--- config.mk ---
export PLATFORM = sky130hd
export DESIGN_NAME = byte_budget_lru_cache
export DESIGN_NICKNAME = d
export VERILOG_FILES = /design/src/rtl/core/bblru_pkg.sv /design/src/rtl/core/byte_budget_lru_cache.sv /design/src/rtl/core/bblru_ram.sv /design/src/rtl/core/bblru_slot_alu.sv /design/src/rtl/core/bblru_seq.sv
export VERILOG_INCLUDE_DIRS = /design/src /design/src/rtl/core
export SDC_FILE = /design/constraint.sdc
export NUM_CORES = 2
export LEC_CHECK = 0
export BUFFER_PORTS_ARGS = -buffer_cell sky130_fd_sc_hd__buf_2
export CORE_MARGIN = 2
export CORE_UTILIZATION = 45
export CTS_CLUSTER_SIZE = 10
export DETAILED_ROUTE_END_ITERATION = 16
export PLACE_DENSITY = 0.66
export SYNTH_ARGS = -nofsm -noshare
export SYNTH_HDL_FRONTEND = slang
export SYNTH_HIERARCHICAL = 1
export SYNTH_SLANG_ARGS = --single-unit
export TNS_END_PERCENT = 20
--- constraint.sdc ---
create_clock -name clk -period 31.4 [get_ports clk]
set_clock_uncertainty 0.15 [all_clocks]
set_input_delay 6.28 -clock clk [delete_from_list [all_inputs] [get_ports clk]]
set_output_delay 6.28 -clock clk [all_outputs]
set_load 0.005 [all_outputs]
--- src/rtl/core/byte_budget_lru_cache_assert.svh ---
// Assertion macros for the byte-budget LRU cache.
// Bodies expect clk and rst_n in scope; define NO_ASSERTIONS to drop them.
`ifndef BYTE_BUDGET_LRU_CACHE_ASSERT_SVH
`define BYTE_BUDGET_LRU_CACHE_ASSERT_SVH

`ifndef NO_ASSERTIONS
`define BBLRU_ASSERT_IMPL(label, ante, cons, msg) \
  label: assert property (@(posedge clk) disable iff (!rst_n) (ante) |-> (cons)) \
    else $error(msg);
`define BBLRU_ASSERT_NEXT(label, ante, cons, msg) \
  label: assert property (@(posedge clk) disable iff (!rst_n) (ante) |=> (cons)) \
    else $error(msg);
`else
`define BBLRU_ASSERT_IMPL(label, ante, cons, msg)
`define BBLRU_ASSERT_NEXT(label, ante, cons, msg)
`endif

`endif

--- src/rtl/core/bblru_pkg.sv ---
// Shared types and constants for the byte-budget LRU cache.
// No dependencies; used by every module of the block except bblru_ram.
package bblru_pkg;

  localparam int BYTE_W   = 30;
  localparam int KEY_W    = 32;
  localparam int HANDLE_W = 32;
  localparam int EVICT_W  = 5;

  typedef enum logic [1:0] {
    K_INSERT = 2'd0,
    K_LOOKUP = 2'd1,
    K_REMOVE = 2'd2,
    K_CLEAR  = 2'd3
  } kind_t;

  typedef enum logic [2:0] {
    ST_INSERTED  = 3'd0,
    ST_UPDATED   = 3'd1,
    ST_TOO_LARGE = 3'd2,
    ST_HIT       = 3'd3,
    ST_MISS      = 3'd4,
    ST_REMOVED   = 3'd5,
    ST_ABSENT    = 3'd6,
    ST_DISABLED  = 3'd7
  } status_t;

  typedef enum logic [2:0] {
    S_IDLE,
    S_SWEEP,
    S_DECIDE,
    S_EVICT_CHK,
    S_EVICT_DROP,
    S_FINISH
  } state_t;

  typedef enum logic [2:0] {
    SW_FIND,
    SW_PROMOTE,
    SW_DEMOTE,
    SW_LRU,
    SW_AGE
  } sweep_mode_t;

  typedef struct packed {
    kind_t              kind;
    logic [KEY_W-1:0]   key;
    logic [BYTE_W-1:0]  data_size;
    logic [HANDLE_W-1:0] value_handle;
  } in_word_t;

  typedef struct packed {
    status_t             status;
    logic [HANDLE_W-1:0] value_out;
    logic [EVICT_W-1:0]  evicted_count;
    logic [BYTE_W-1:0]   total_bytes;
  } out_word_t;

  typedef struct packed {
    logic hit;
    logic free;
    logic rank_we;
  } slot_act_t;

endpackage

--- src/rtl/core/byte_budget_lru_cache.sv ---
// Top level of the byte-budget LRU cache: handshakes, budget register, result register.
// Depends on bblru_pkg, bblru_seq and byte_budget_lru_cache_assert.svh.
//
//   channel  dir  handshake          word
//   in_      in   in_valid/in_stall    in_word_t (kind, key, data_size, value_handle)
//   out_     out  out_valid/out_stall  out_word_t (status, value_out, evicted_count, total_bytes)
//   cfg_     in   cfg_wr_en            cfg_wr_data (size_limit)
//
// One request at a time. Each pass sweeps the slots through the single read port of
// the slot RAMs; a request costs one to three passes plus one more per LRU eviction,
// plus the control states of the sequencer.
// rst_n is synchronous; after reset the cache is empty and the budget is zero.
// in_stall is high while a request is in progress; a finished word waits in the
// output register under out_stall while the next request is taken.
module byte_budget_lru_cache import bblru_pkg::*; #(
  parameter int ENTRIES     = 16,
  parameter int TAG_BITS    = 32,
  parameter int HANDLE_BITS = 32
) (
  input  logic              clk,
  input  logic              rst_n,
  input  logic              in_valid,
  output logic              in_stall,
  input  in_word_t          in_word,
  output logic              out_valid,
  input  logic              out_stall,
  output out_word_t         out_word,
  input  logic              cfg_wr_en,
  input  logic [BYTE_W-1:0] cfg_wr_data
);

  `include "byte_budget_lru_cache_assert.svh"

  logic [BYTE_W-1:0] limit_r;
  logic              out_valid_r, out_valid_nxt;
  out_word_t         out_word_r;
  logic              seq_idle;
  logic              res_valid;
  logic              res_ack;
  out_word_t         res;
  logic              hit_word;
  logic              quiet_word;
  logic              value_nz;
  logic              evict_nz;

  assign in_stall  = !seq_idle;
  assign res_ack   = res_valid && (!out_valid_r || !out_stall);
  assign out_valid = out_valid_r;
  assign out_word  = out_word_r;

  bblru_seq #(
    .ENTRIES     (ENTRIES),
    .TAG_BITS    (TAG_BITS),
    .HANDLE_BITS (HANDLE_BITS)
  ) u_seq (
    .clk       (clk),
    .rst_n     (rst_n),
    .start     (in_valid && seq_idle),
    .req       (in_word),
    .limit     (limit_r),
    .idle      (seq_idle),
    .res_valid (res_valid),
    .res_ack   (res_ack),
    .res       (res)
  );

  always_comb begin
    out_valid_nxt = out_valid_r;
    if (res_ack) begin
      out_valid_nxt = 1'b1;
    end else if (!out_stall) begin
      out_valid_nxt = 1'b0;
    end
  end

  always_ff @(posedge clk) begin
    if (!rst_n) begin
      limit_r     <= '0;
      out_valid_r <= 1'b0;
    end else begin
      if (cfg_wr_en) begin
        limit_r <= cfg_wr_data;
      end
      out_valid_r <= out_valid_nxt;
    end
  end

  always_ff @(posedge clk) begin
    if (res_ack) begin
      out_word_r <= res;
    end
  end

  assign hit_word   = (out_word_r.status == ST_HIT);
  assign quiet_word = hit_word || (out_word_r.status == ST_MISS) ||
                      (out_word_r.status == ST_UPDATED) || (out_word_r.status == ST_ABSENT) ||
                      (out_word_r.status == ST_DISABLED);
  assign value_nz   = |out_word_r.value_out;
  assign evict_nz   = |out_word_r.evicted_count;

  `BBLRU_ASSERT_NEXT(a_busy_after_accept, in_valid && !in_stall, in_stall, "busy not raised")
  `BBLRU_ASSERT_NEXT(a_result_held, res_valid && !res_ack, res_valid, "pending result dropped")
  `BBLRU_ASSERT_IMPL(a_value_only_on_hit, out_valid_r && value_nz, hit_word, "value without hit")
  `BBLRU_ASSERT_IMPL(a_no_evict_count, out_valid_r && quiet_word, !evict_nz, "stray evict count")

endmodule

--- src/rtl/core/bblru_ram.sv ---
// Simple dual-port RAM: one write port, one read port with registered data.
// No dependencies.
module bblru_ram #(
  parameter int WIDTH = 8,
  parameter int DEPTH = 16
) (
  input  logic                     clk,
  input  logic                     we,
  input  logic [$clog2(DEPTH)-1:0] waddr,
  input  logic [WIDTH-1:0]         wdata,
  input  logic [$clog2(DEPTH)-1:0] raddr,
  output logic [WIDTH-1:0]         rdata
);

  logic [WIDTH-1:0] mem [DEPTH];

  always_ff @(posedge clk) begin
    if (we) begin
      mem[waddr] <= wdata;
    end
  end

  always_ff @(posedge clk) begin
    rdata <= mem[raddr];
  end

endmodule

--- src/rtl/core/bblru_slot_alu.sv ---
// Per-slot compare and rank-adjust unit, shared by every slot sweep.
// Depends on bblru_pkg.
module bblru_slot_alu import bblru_pkg::*; #(
  parameter int RANK_W   = 4,
  parameter int TAG_BITS = 32
) (
  input  sweep_mode_t         mode,
  input  logic                slot_v,
  input  logic [RANK_W-1:0]   rank,
  input  logic [TAG_BITS-1:0] tag,
  input  logic [TAG_BITS-1:0] key,
  input  logic [RANK_W-1:0]   ref_rank,
  input  logic                sel,
  output slot_act_t           act,
  output logic [RANK_W-1:0]   rank_new
);

  always_comb begin
    act      = '0;
    rank_new = '0;
    case (mode)
      SW_FIND: begin
        act.hit = slot_v && (tag == key);
      end
      SW_LRU: begin
        act.hit = slot_v && (rank == ref_rank);
      end
      SW_PROMOTE: begin
        if (sel) begin
          act.rank_we = 1'b1;
        end else if (slot_v && (rank < ref_rank)) begin
          act.rank_we = 1'b1;
          rank_new    = rank + RANK_W'(1);
        end
      end
      SW_DEMOTE: begin
        if (slot_v && (rank > ref_rank)) begin
          act.rank_we = 1'b1;
          rank_new    = rank - RANK_W'(1);
        end
      end
      SW_AGE: begin
        if (slot_v) begin
          act.rank_we = 1'b1;
          rank_new    = rank + RANK_W'(1);
        end else if (sel) begin
          act.rank_we = 1'b1;
          act.free    = 1'b1;
        end
      end
      default: begin
        act = '0;
      end
    endcase
  end

endmodule

--- src/rtl/core/bblru_seq.sv ---
// Request sequencer: slot sweeps, eviction loop, byte accounting, valid bits.
// Depends on bblru_pkg, bblru_ram and bblru_slot_alu.
module bblru_seq import bblru_pkg::*; #(
  parameter int ENTRIES     = 16,
  parameter int TAG_BITS    = 32,
  parameter int HANDLE_BITS = 32
) (
  input  logic              clk,
  input  logic              rst_n,
  input  logic              start,
  input  in_word_t          req,
  input  logic [BYTE_W-1:0] limit,
  output logic              idle,
  output logic              res_valid,
  input  logic              res_ack,
  output out_word_t         res
);

  localparam int IDX_W  = $clog2(ENTRIES);
  localparam int CNT_W  = $clog2(ENTRIES + 1);
  localparam int DATA_W = TAG_BITS + BYTE_W + HANDLE_BITS;

  state_t                 state_r, state_nxt;
  sweep_mode_t            mode_r, mode_nxt;
  logic [CNT_W-1:0]       cnt_r, cnt_nxt;
  logic                   pv_r, pv_nxt;
  logic [IDX_W-1:0]       pidx_r, pidx_nxt;
  logic [ENTRIES-1:0]     valid_r, valid_nxt;
  logic [CNT_W-1:0]       n_r, n_nxt;
  logic [BYTE_W-1:0]      bytes_r, bytes_nxt;
  logic                   found_r, found_nxt;

  kind_t                  kind_r, kind_nxt;
  logic [TAG_BITS-1:0]    tag_r, tag_nxt;
  logic [BYTE_W-1:0]      size_r, size_nxt;
  logic [HANDLE_BITS-1:0] handle_r, handle_nxt;
  logic [IDX_W-1:0]       s_idx_r, s_idx_nxt;
  logic [BYTE_W-1:0]      s_bytes_r, s_bytes_nxt;
  logic [HANDLE_BITS-1:0] s_handle_r, s_handle_nxt;
  logic [IDX_W-1:0]       s_rank_r, s_rank_nxt;
  logic [IDX_W-1:0]       lru_idx_r, lru_idx_nxt;
  logic [BYTE_W-1:0]      lru_bytes_r, lru_bytes_nxt;
  status_t                status_r, status_nxt;
  logic [HANDLE_W-1:0]    value_r, value_nxt;
  logic [EVICT_W-1:0]     evict_r, evict_nxt;

  logic                   issue;
  logic [IDX_W-1:0]       raddr;
  logic                   dwe, rwe;
  logic [DATA_W-1:0]      dwdata, drd;
  logic [IDX_W-1:0]       rwdata, rrd;
  logic [TAG_BITS-1:0]    d_tag;
  logic [BYTE_W-1:0]      d_bytes;
  logic [HANDLE_BITS-1:0] d_handle;
  logic                   is_sel;
  logic [IDX_W-1:0]       ref_rank;
  slot_act_t              act;
  logic [IDX_W-1:0]       rank_new;
  logic [BYTE_W:0]        fit_sum;
  logic                   fit_over;
  logic                   too_large;
  logic [BYTE_W-1:0]      sub_b;
  logic [BYTE_W-1:0]      sat_sub;

  assign issue  = (cnt_r != CNT_W'(ENTRIES));
  assign raddr  = issue ? cnt_r[IDX_W-1:0] : '0;

  assign d_tag    = drd[HANDLE_BITS + BYTE_W +: TAG_BITS];
  assign d_bytes  = drd[HANDLE_BITS +: BYTE_W];
  assign d_handle = drd[HANDLE_BITS-1:0];

  assign is_sel   = (mode_r == SW_AGE) ? !found_r : (pidx_r == s_idx_r);
  assign ref_rank = (mode_r == SW_LRU) ? IDX_W'(n_r - CNT_W'(1)) : s_rank_r;

  assign fit_sum   = {1'b0, size_r} + {1'b0, bytes_r};
  assign fit_over  = fit_sum > {1'b0, limit};
  assign too_large = size_r > (limit >> 1);
  // shared saturating subtract for every slot drop
  assign sub_b     = (state_r == S_EVICT_DROP) ? lru_bytes_r : s_bytes_r;
  assign sat_sub   = (bytes_r >= sub_b) ? (bytes_r - sub_b) : '0;

  bblru_ram #(
    .WIDTH (DATA_W),
    .DEPTH (ENTRIES)
  ) u_data_ram (
    .clk   (clk),
    .we    (dwe),
    .waddr (pidx_r),
    .wdata (dwdata),
    .raddr (raddr),
    .rdata (drd)
  );

  bblru_ram #(
    .WIDTH (IDX_W),
    .DEPTH (ENTRIES)
  ) u_rank_ram (
    .clk   (clk),
    .we    (rwe),
    .waddr (pidx_r),
    .wdata (rwdata),
    .raddr (raddr),
    .rdata (rrd)
  );

  bblru_slot_alu #(
    .RANK_W   (IDX_W),
    .TAG_BITS (TAG_BITS)
  ) u_alu (
    .mode     (mode_r),
    .slot_v   (valid_r[pidx_r]),
    .rank     (rrd),
    .tag      (d_tag),
    .key      (tag_r),
    .ref_rank (ref_rank),
    .sel      (is_sel),
    .act      (act),
    .rank_new (rank_new)
  );

  assign res = '{status: status_r, value_out: value_r, evicted_count: evict_r,
                 total_bytes: bytes_r};

  always_ff @(posedge clk) begin
    if (!rst_n) begin
      state_r <= S_IDLE;
      mode_r  <= SW_FIND;
      cnt_r   <= '0;
      pv_r    <= 1'b0;
      valid_r <= '0;
      n_r     <= '0;
      bytes_r <= '0;
      found_r <= 1'b0;
    end else begin
      state_r <= state_nxt;
      mode_r  <= mode_nxt;
      cnt_r   <= cnt_nxt;
      pv_r    <= pv_nxt;
      valid_r <= valid_nxt;
      n_r     <= n_nxt;
      bytes_r <= bytes_nxt;
      found_r <= found_nxt;
    end
  end

  always_ff @(posedge clk) begin
    pidx_r      <= pidx_nxt;
    kind_r      <= kind_nxt;
    tag_r       <= tag_nxt;
    size_r      <= size_nxt;
    handle_r    <= handle_nxt;
    s_idx_r     <= s_idx_nxt;
    s_bytes_r   <= s_bytes_nxt;
    s_handle_r  <= s_handle_nxt;
    s_rank_r    <= s_rank_nxt;
    lru_idx_r   <= lru_idx_nxt;
    lru_bytes_r <= lru_bytes_nxt;
    status_r    <= status_nxt;
    value_r     <= value_nxt;
    evict_r     <= evict_nxt;
  end

  always_comb begin
    state_nxt     = state_r;
    mode_nxt      = mode_r;
    cnt_nxt       = cnt_r;
    pv_nxt        = pv_r;
    pidx_nxt      = pidx_r;
    valid_nxt     = valid_r;
    n_nxt         = n_r;
    bytes_nxt     = bytes_r;
    found_nxt     = found_r;
    kind_nxt      = kind_r;
    tag_nxt       = tag_r;
    size_nxt      = size_r;
    handle_nxt    = handle_r;
    s_idx_nxt     = s_idx_r;
    s_bytes_nxt   = s_bytes_r;
    s_handle_nxt  = s_handle_r;
    s_rank_nxt    = s_rank_r;
    lru_idx_nxt   = lru_idx_r;
    lru_bytes_nxt = lru_bytes_r;
    status_nxt    = status_r;
    value_nxt     = value_r;
    evict_nxt     = evict_r;
    dwe           = 1'b0;
    dwdata        = {tag_r, size_r, handle_r};
    rwe           = 1'b0;
    rwdata        = rank_new;
    idle          = 1'b0;
    res_valid     = 1'b0;

    case (state_r)
      S_IDLE: begin
        idle = 1'b1;
        if (start) begin
          kind_nxt   = req.kind;
          tag_nxt    = TAG_BITS'(req.key);
          size_nxt   = req.data_size;
          handle_nxt = HANDLE_BITS'(req.value_handle);
          found_nxt  = 1'b0;
          evict_nxt  = '0;
          value_nxt  = '0;
          state_nxt  = S_SWEEP;
          mode_nxt   = SW_FIND;
          cnt_nxt    = '0;
          pv_nxt     = 1'b0;
        end
      end

      S_SWEEP: begin
        if (issue) begin
          cnt_nxt  = cnt_r + CNT_W'(1);
          pv_nxt   = 1'b1;
          pidx_nxt = cnt_r[IDX_W-1:0];
        end else begin
          pv_nxt = 1'b0;
        end
        if (pv_r) begin
          rwe = act.rank_we;
          case (mode_r)
            SW_FIND: begin
              if (act.hit && !found_r) begin
                found_nxt    = 1'b1;
                s_idx_nxt    = pidx_r;
                s_bytes_nxt  = d_bytes;
                s_handle_nxt = d_handle;
                s_rank_nxt   = rrd;
              end
            end
            SW_LRU: begin
              if (act.hit) begin
                lru_idx_nxt   = pidx_r;
                lru_bytes_nxt = d_bytes;
              end
            end
            SW_PROMOTE: begin
              // in-place update rewrites size and handle
              dwe = is_sel && (kind_r == K_INSERT);
            end
            SW_DEMOTE: begin
              rwe = act.rank_we;
            end
            SW_AGE: begin
              if (act.free) begin
                dwe               = 1'b1;
                valid_nxt[pidx_r] = 1'b1;
                found_nxt         = 1'b1;
              end
            end
            default: begin
              rwe = 1'b0;
            end
          endcase
        end
        if (!issue && !pv_r) begin
          case (mode_r)
            SW_FIND:    state_nxt = S_DECIDE;
            SW_PROMOTE: state_nxt = S_FINISH;
            SW_DEMOTE: begin
              if (kind_r == K_INSERT && status_r == ST_INSERTED) begin
                state_nxt = S_EVICT_CHK;
              end else begin
                state_nxt = S_FINISH;
              end
            end
            SW_LRU:     state_nxt = S_EVICT_DROP;
            SW_AGE: begin
              bytes_nxt = bytes_r + size_r;
              n_nxt     = n_r + CNT_W'(1);
              state_nxt = S_FINISH;
            end
            default:    state_nxt = S_FINISH;
          endcase
        end
      end

      S_DECIDE: begin
        state_nxt = S_FINISH;
        case (kind_r)
          K_CLEAR: begin
            valid_nxt  = '0;
            bytes_nxt  = '0;
            n_nxt      = '0;
            evict_nxt  = EVICT_W'(n_r);
            status_nxt = ST_REMOVED;
          end
          K_LOOKUP: begin
            if (found_r) begin
              value_nxt  = HANDLE_W'(s_handle_r);
              status_nxt = ST_HIT;
              state_nxt  = S_SWEEP;
              mode_nxt   = SW_PROMOTE;
              cnt_nxt    = '0;
            end else begin
              status_nxt = ST_MISS;
            end
          end
          K_REMOVE: begin
            if (found_r) begin
              valid_nxt[s_idx_r] = 1'b0;
              bytes_nxt          = sat_sub;
              n_nxt              = n_r - CNT_W'(1);
              evict_nxt          = EVICT_W'(1);
              status_nxt         = ST_REMOVED;
              state_nxt          = S_SWEEP;
              mode_nxt           = SW_DEMOTE;
              cnt_nxt            = '0;
            end else begin
              status_nxt = ST_ABSENT;
            end
          end
          K_INSERT: begin
            if (limit == '0) begin
              status_nxt = ST_DISABLED;
            end else if (!too_large && found_r && s_bytes_r >= size_r) begin
              bytes_nxt  = bytes_r - s_bytes_r + size_r;
              status_nxt = ST_UPDATED;
              state_nxt  = S_SWEEP;
              mode_nxt   = SW_PROMOTE;
              cnt_nxt    = '0;
            end else begin
              status_nxt = too_large ? ST_TOO_LARGE : ST_INSERTED;
              if (found_r) begin
                valid_nxt[s_idx_r] = 1'b0;
                bytes_nxt          = sat_sub;
                n_nxt              = n_r - CNT_W'(1);
                evict_nxt          = EVICT_W'(1);
                state_nxt          = S_SWEEP;
                mode_nxt           = SW_DEMOTE;
                cnt_nxt            = '0;
              end else if (!too_large) begin
                state_nxt = S_EVICT_CHK;
              end
            end
          end
          default: begin
            state_nxt = S_FINISH;
          end
        endcase
      end

      S_EVICT_CHK: begin
        state_nxt = S_SWEEP;
        cnt_nxt   = '0;
        if (n_r != '0 && (fit_over || n_r == CNT_W'(ENTRIES))) begin
          mode_nxt = SW_LRU;
        end else begin
          if (n_r == '0) begin
            bytes_nxt = '0;
          end
          found_nxt = 1'b0;
          mode_nxt  = SW_AGE;
        end
      end

      S_EVICT_DROP: begin
        valid_nxt[lru_idx_r] = 1'b0;
        bytes_nxt            = sat_sub;
        n_nxt                = n_r - CNT_W'(1);
        evict_nxt            = evict_r + EVICT_W'(1);
        state_nxt            = S_EVICT_CHK;
      end

      S_FINISH: begin
        res_valid = 1'b1;
        if (res_ack) begin
          state_nxt = S_IDLE;
        end
      end

      default: begin
        state_nxt = S_IDLE;
      end
    endcase
  end

endmodule

==> key figures <==
Status
  • Status: finished clean

Synthesis
  • Synth cell types: 95
  • Top-area cell type share of the netlist area: 0.665
  • EDFF count, synth: 1,882
  • Main area contributors after synthesis: edfxtp_1 67%, mux4_2 10%, dfxtp_1 4.5%
  • Cells after synthesis: between 4,000 and 5,000
  • Syn Std Cell Area: 84,900 µm²
  • Syn Nets: 5,184
  • Ys async rst share: 0
  • Top FF cell, synth: edfxtp_1
  • Synthesized area per cell: 17.6 µm²
  • Warnings from Yosys: 6
  • Area leader, netlist: edfxtp_1
  • Seq/Total Area, Yosys: 0.711
  • Yosys reg bits: roughly 2,100
  • Most common cell in the synthesized netlist: edfxtp_1
  • Post-synth top cells: 1,882 x edfxtp_1, 384 x mux4_2, 271 x nand2_1

Global routing
  • Initial antenna violation count: 5
  • Grt peak-use layer: met2
  • Vias in the first global route: between 40,000 and 50,000
  • GR Util met2: 0.345
  • Largest net degree at the start of global routing: 147
  • Grt ovf: 0
  • First-pass GRT wire length: roughly 300,000 µm
  • Met1 Use GR: 0.299
  • GRT Total Usage: 0.212
  • M3 GR Usage: 0.0282

Critical path
  • CP cell instances: nor3_1, inv_1, buf_2
  • Worst path bufs/invs: 2
  • CP Class: reg -> out
  • Crit. End Element: output port
  • Slowest-stage cell, CP: nor3_1
  • CP arrival: 2.23 ns
  • Top Family by Delay on Critical Path: simple AND/OR/NAND/NOR gates
  • CP Launch Type: flip-flop
  • CP required: around 25 ns
  • Crit-path max FO: 15
  • Crit path largest cell delay: 0.71 ns

Routing
  • Pre-antenna DRT Iters: 6
  • DRC errors left: 0
  • Via Count: 46,000
  • Vias per cell: 5.88
  • Antenna Violating Nets Remaining: 0
  • Routed wire length: 205,000 µm
  • Wire per inst: approximately 26 µm
  • DR iter-0 viols: 4,668

Timing
  • Fin crit share: 0.276
  • Fin crit period: 8.66 ns
  • TNS Setup: 0 ns
  • # setup viols final: 0
  • Relative slew margins: 0.161
  • Least-Margin Pin Slew: ~1.3 ns
  • Max Clk Rate: 0.115 GHz
  • Fin. max-slew vios: 0
  • RSZ-0062 raised after global routing: false
  • Hold Fails Final Rpt: 0
  • Final WS setup: between 20 and 25 ns

Clocking
  • CTS Buffer Depth: 3
  • Setup repair bufs after CTS: 0
  • Clock Latency Late Sink: about 0.85 ns
  • Clock transition at path regs: 0.05 ns
  • CTS tree: yes
  • Sink Count: 2,075
  • Num CTS Buffers: 229
  • Clock root buffer: clkbuf_16
  • CTS H-tree depth: 4
  • CTS Hold Bufs: 0
  • Post-CTS resize count: 0

Die
  • Starting Density: 0.453
  • DIE AREA: 192,000 µm²
  • Die width: around 440 µm
  • Total core area: 188,000 µm²
  • FP Rows: 159
  • Io pins: approximately 200
  • Die Y: 438 µm

Job
  • MaxCap Viol Count: 0

Power and ir drop
  • Power Density: 78.2 nW/µm²
  • P_leak: 31.7 nW
  • Max VDD drop: 57.4 µV
  • Power, Total: 0.00750 W

Cells and area
  • Layout cells sized above 1: 0.187
  • Fillers: 15,000
  • Nets: approximately 5,500
  • Layout overhead on the synthesized area: 12.9%

Placed design
  • Final RePlAce weighted congestion: 0.973
  • Place WS: 22.59 ns
  • Port buffer count: 202
  • Dpl hpwl: 113,000 µm

Worst hold path
  • Path category of the worst min-delay check: reg -> reg
stage by stage:
step / util / instance area (µm²) / cells / hold slack [ns]
after floorplan: - / 84900 / 4827 / 0.236
after global placement: 0.475 / 89100 / 7393 / 0.235
after detailed placement: 0.475 / 89100 / 7393 / 0.239
after CTS: 0.511 / 95800 / 7813 / 0.249
after global routing: 0.511 / 95800 / 7814 / 0.255
final: 0.511 / 95900 / 7817 / 0.250
final cells by class:
cell class                 instances  area [µm²]  share of cell area
inverter                         188         711             0.00741
multi-input combinational       2349       23000               0.240
timing repair buffer             287        1840              0.0192
clock inverter                    16         233             0.00243
sequential                      2075       60400               0.630
tap                             2495        3120              0.0326
antenna                            3        7.51           0.0000783
clock buffer                     404        6540              0.0683
cells in the final DEF (no fill, tap or decap), types with 9 or more instances in the layout:
cell type | synthesis | layout
xnor2_1 | 83 | 83
and2_1 | 10 | 9
o21a_1 | 10 | 10
clkbuf_1 | 116 | 164
xor2_1 | 40 | 40
o22ai_1 | 11 | 11
and3_1 | 45 | 45
mux4_2 | 384 | 384
nor2b_1 | 47 | 44
nand2b_1 | 34 | 34
buf_4 | 14 | 70
dfxtp_1 | 193 | 192
mux2i_1 | 62 | 62
a21oi_1 | 143 | 142
buf_2 | 44 | 202
o21ai_0 | 131 | 131
a21o_1 | 44 | 44
a22oi_1 | 196 | 196
clkbuf_16 | 0 | 233
nand2_1 | 271 | 270
nor2_1 | 142 | 126
a32o_1 | 9 | 9
nor4_1 | 22 | 20
mux4_1 | 14 | 14
fa_1 | 31 | 31
a221oi_1 | 40 | 40
a31oi_1 | 36 | 34
nand3b_1 | 16 | 16
nand4_1 | 33 | 33
o211ai_1 | 20 | 20
edfxtp_1 | 1882 | 1882
buf_12 | 4 | 15
ha_1 | 195 | 195
nor2_4 | 0 | 14
a211oi_1 | 30 | 30
nor3_1 | 40 | 36
nand3_1 | 66 | 65
inv_1 | 186 | 185
report_power, final:
part | internal (W) | switching, W | leakage (nW) | total [W]
Clock | 0.00140 | 0.00103 | 3.22 | 0.00242
Sequential | 0.00333 | 0.000203 | 18.5 | 0.00354
Combinational | 0.000640 | 0.000901 | 10.0 | 0.00154
metal layers:
layer	part of all wire	up-vias
li1	-	20000
met1	0.43	23900
met2	0.48	1723
met3	0.066	314
met4	0.025	2
met5	0.000078	-
path summary, 6_finish.rpt:
check | from | to | slack (ns) | cells past startpoint
worst max register to register | u_seq/pidx_r[0] | u_seq/u_data_ram/mem[13][91] | 25.03 | 11
worst min-delay path | u_seq/u_data_ram/rdata[9] | u_seq/s_handle_r[9] | 0.25 | 0
worst max-delay path | u_seq/state_r[1] | in_stall | 22.74 | 3
worst min register to register | u_seq/u_data_ram/rdata[9] | u_seq/s_handle_r[9] | 0.25 | 0
cells by family (layout without fill, tap and decap cells):
kind of cell / Yosys count / count (layout) / synth area share
AOI/OAI and AO/OA: 771 / 771 / 0.0620
xor gates and xnor gates: 123 / 123 / 0.0127
adders and majority gates: 226 / 226 / 0.0360
buffers and inverters: 403 / 895 / 0.0206
DFF: 2075 / 2075 / 0.711
muxes: 461 / 461 / 0.114
other: 0 / 3 / 0
and+or+nand+nor: 768 / 768 / 0.0441
flip-flops by register name (all words and copies together) (netlist names), 5 cells and up:
register	count
limit_r	30
out_word	70
u_seq/bytes_r	30
u_seq/cnt_r	5
u_seq/evict_r	5
u_seq/handle_r	32
u_seq/lru_bytes_r	30
u_seq/n_r	5
u_seq/s_bytes_r	30
u_seq/s_handle_r	32
u_seq/size_r	30
u_seq/tag_r	32
u_seq/u_data_ram/mem	1504
u_seq/u_data_ram/rdata	94
u_seq/u_rank_ram/mem	64
u_seq/valid_r	16
u_seq/value_r	32
No activity file was read; power rests on OpenSTA's default activity.
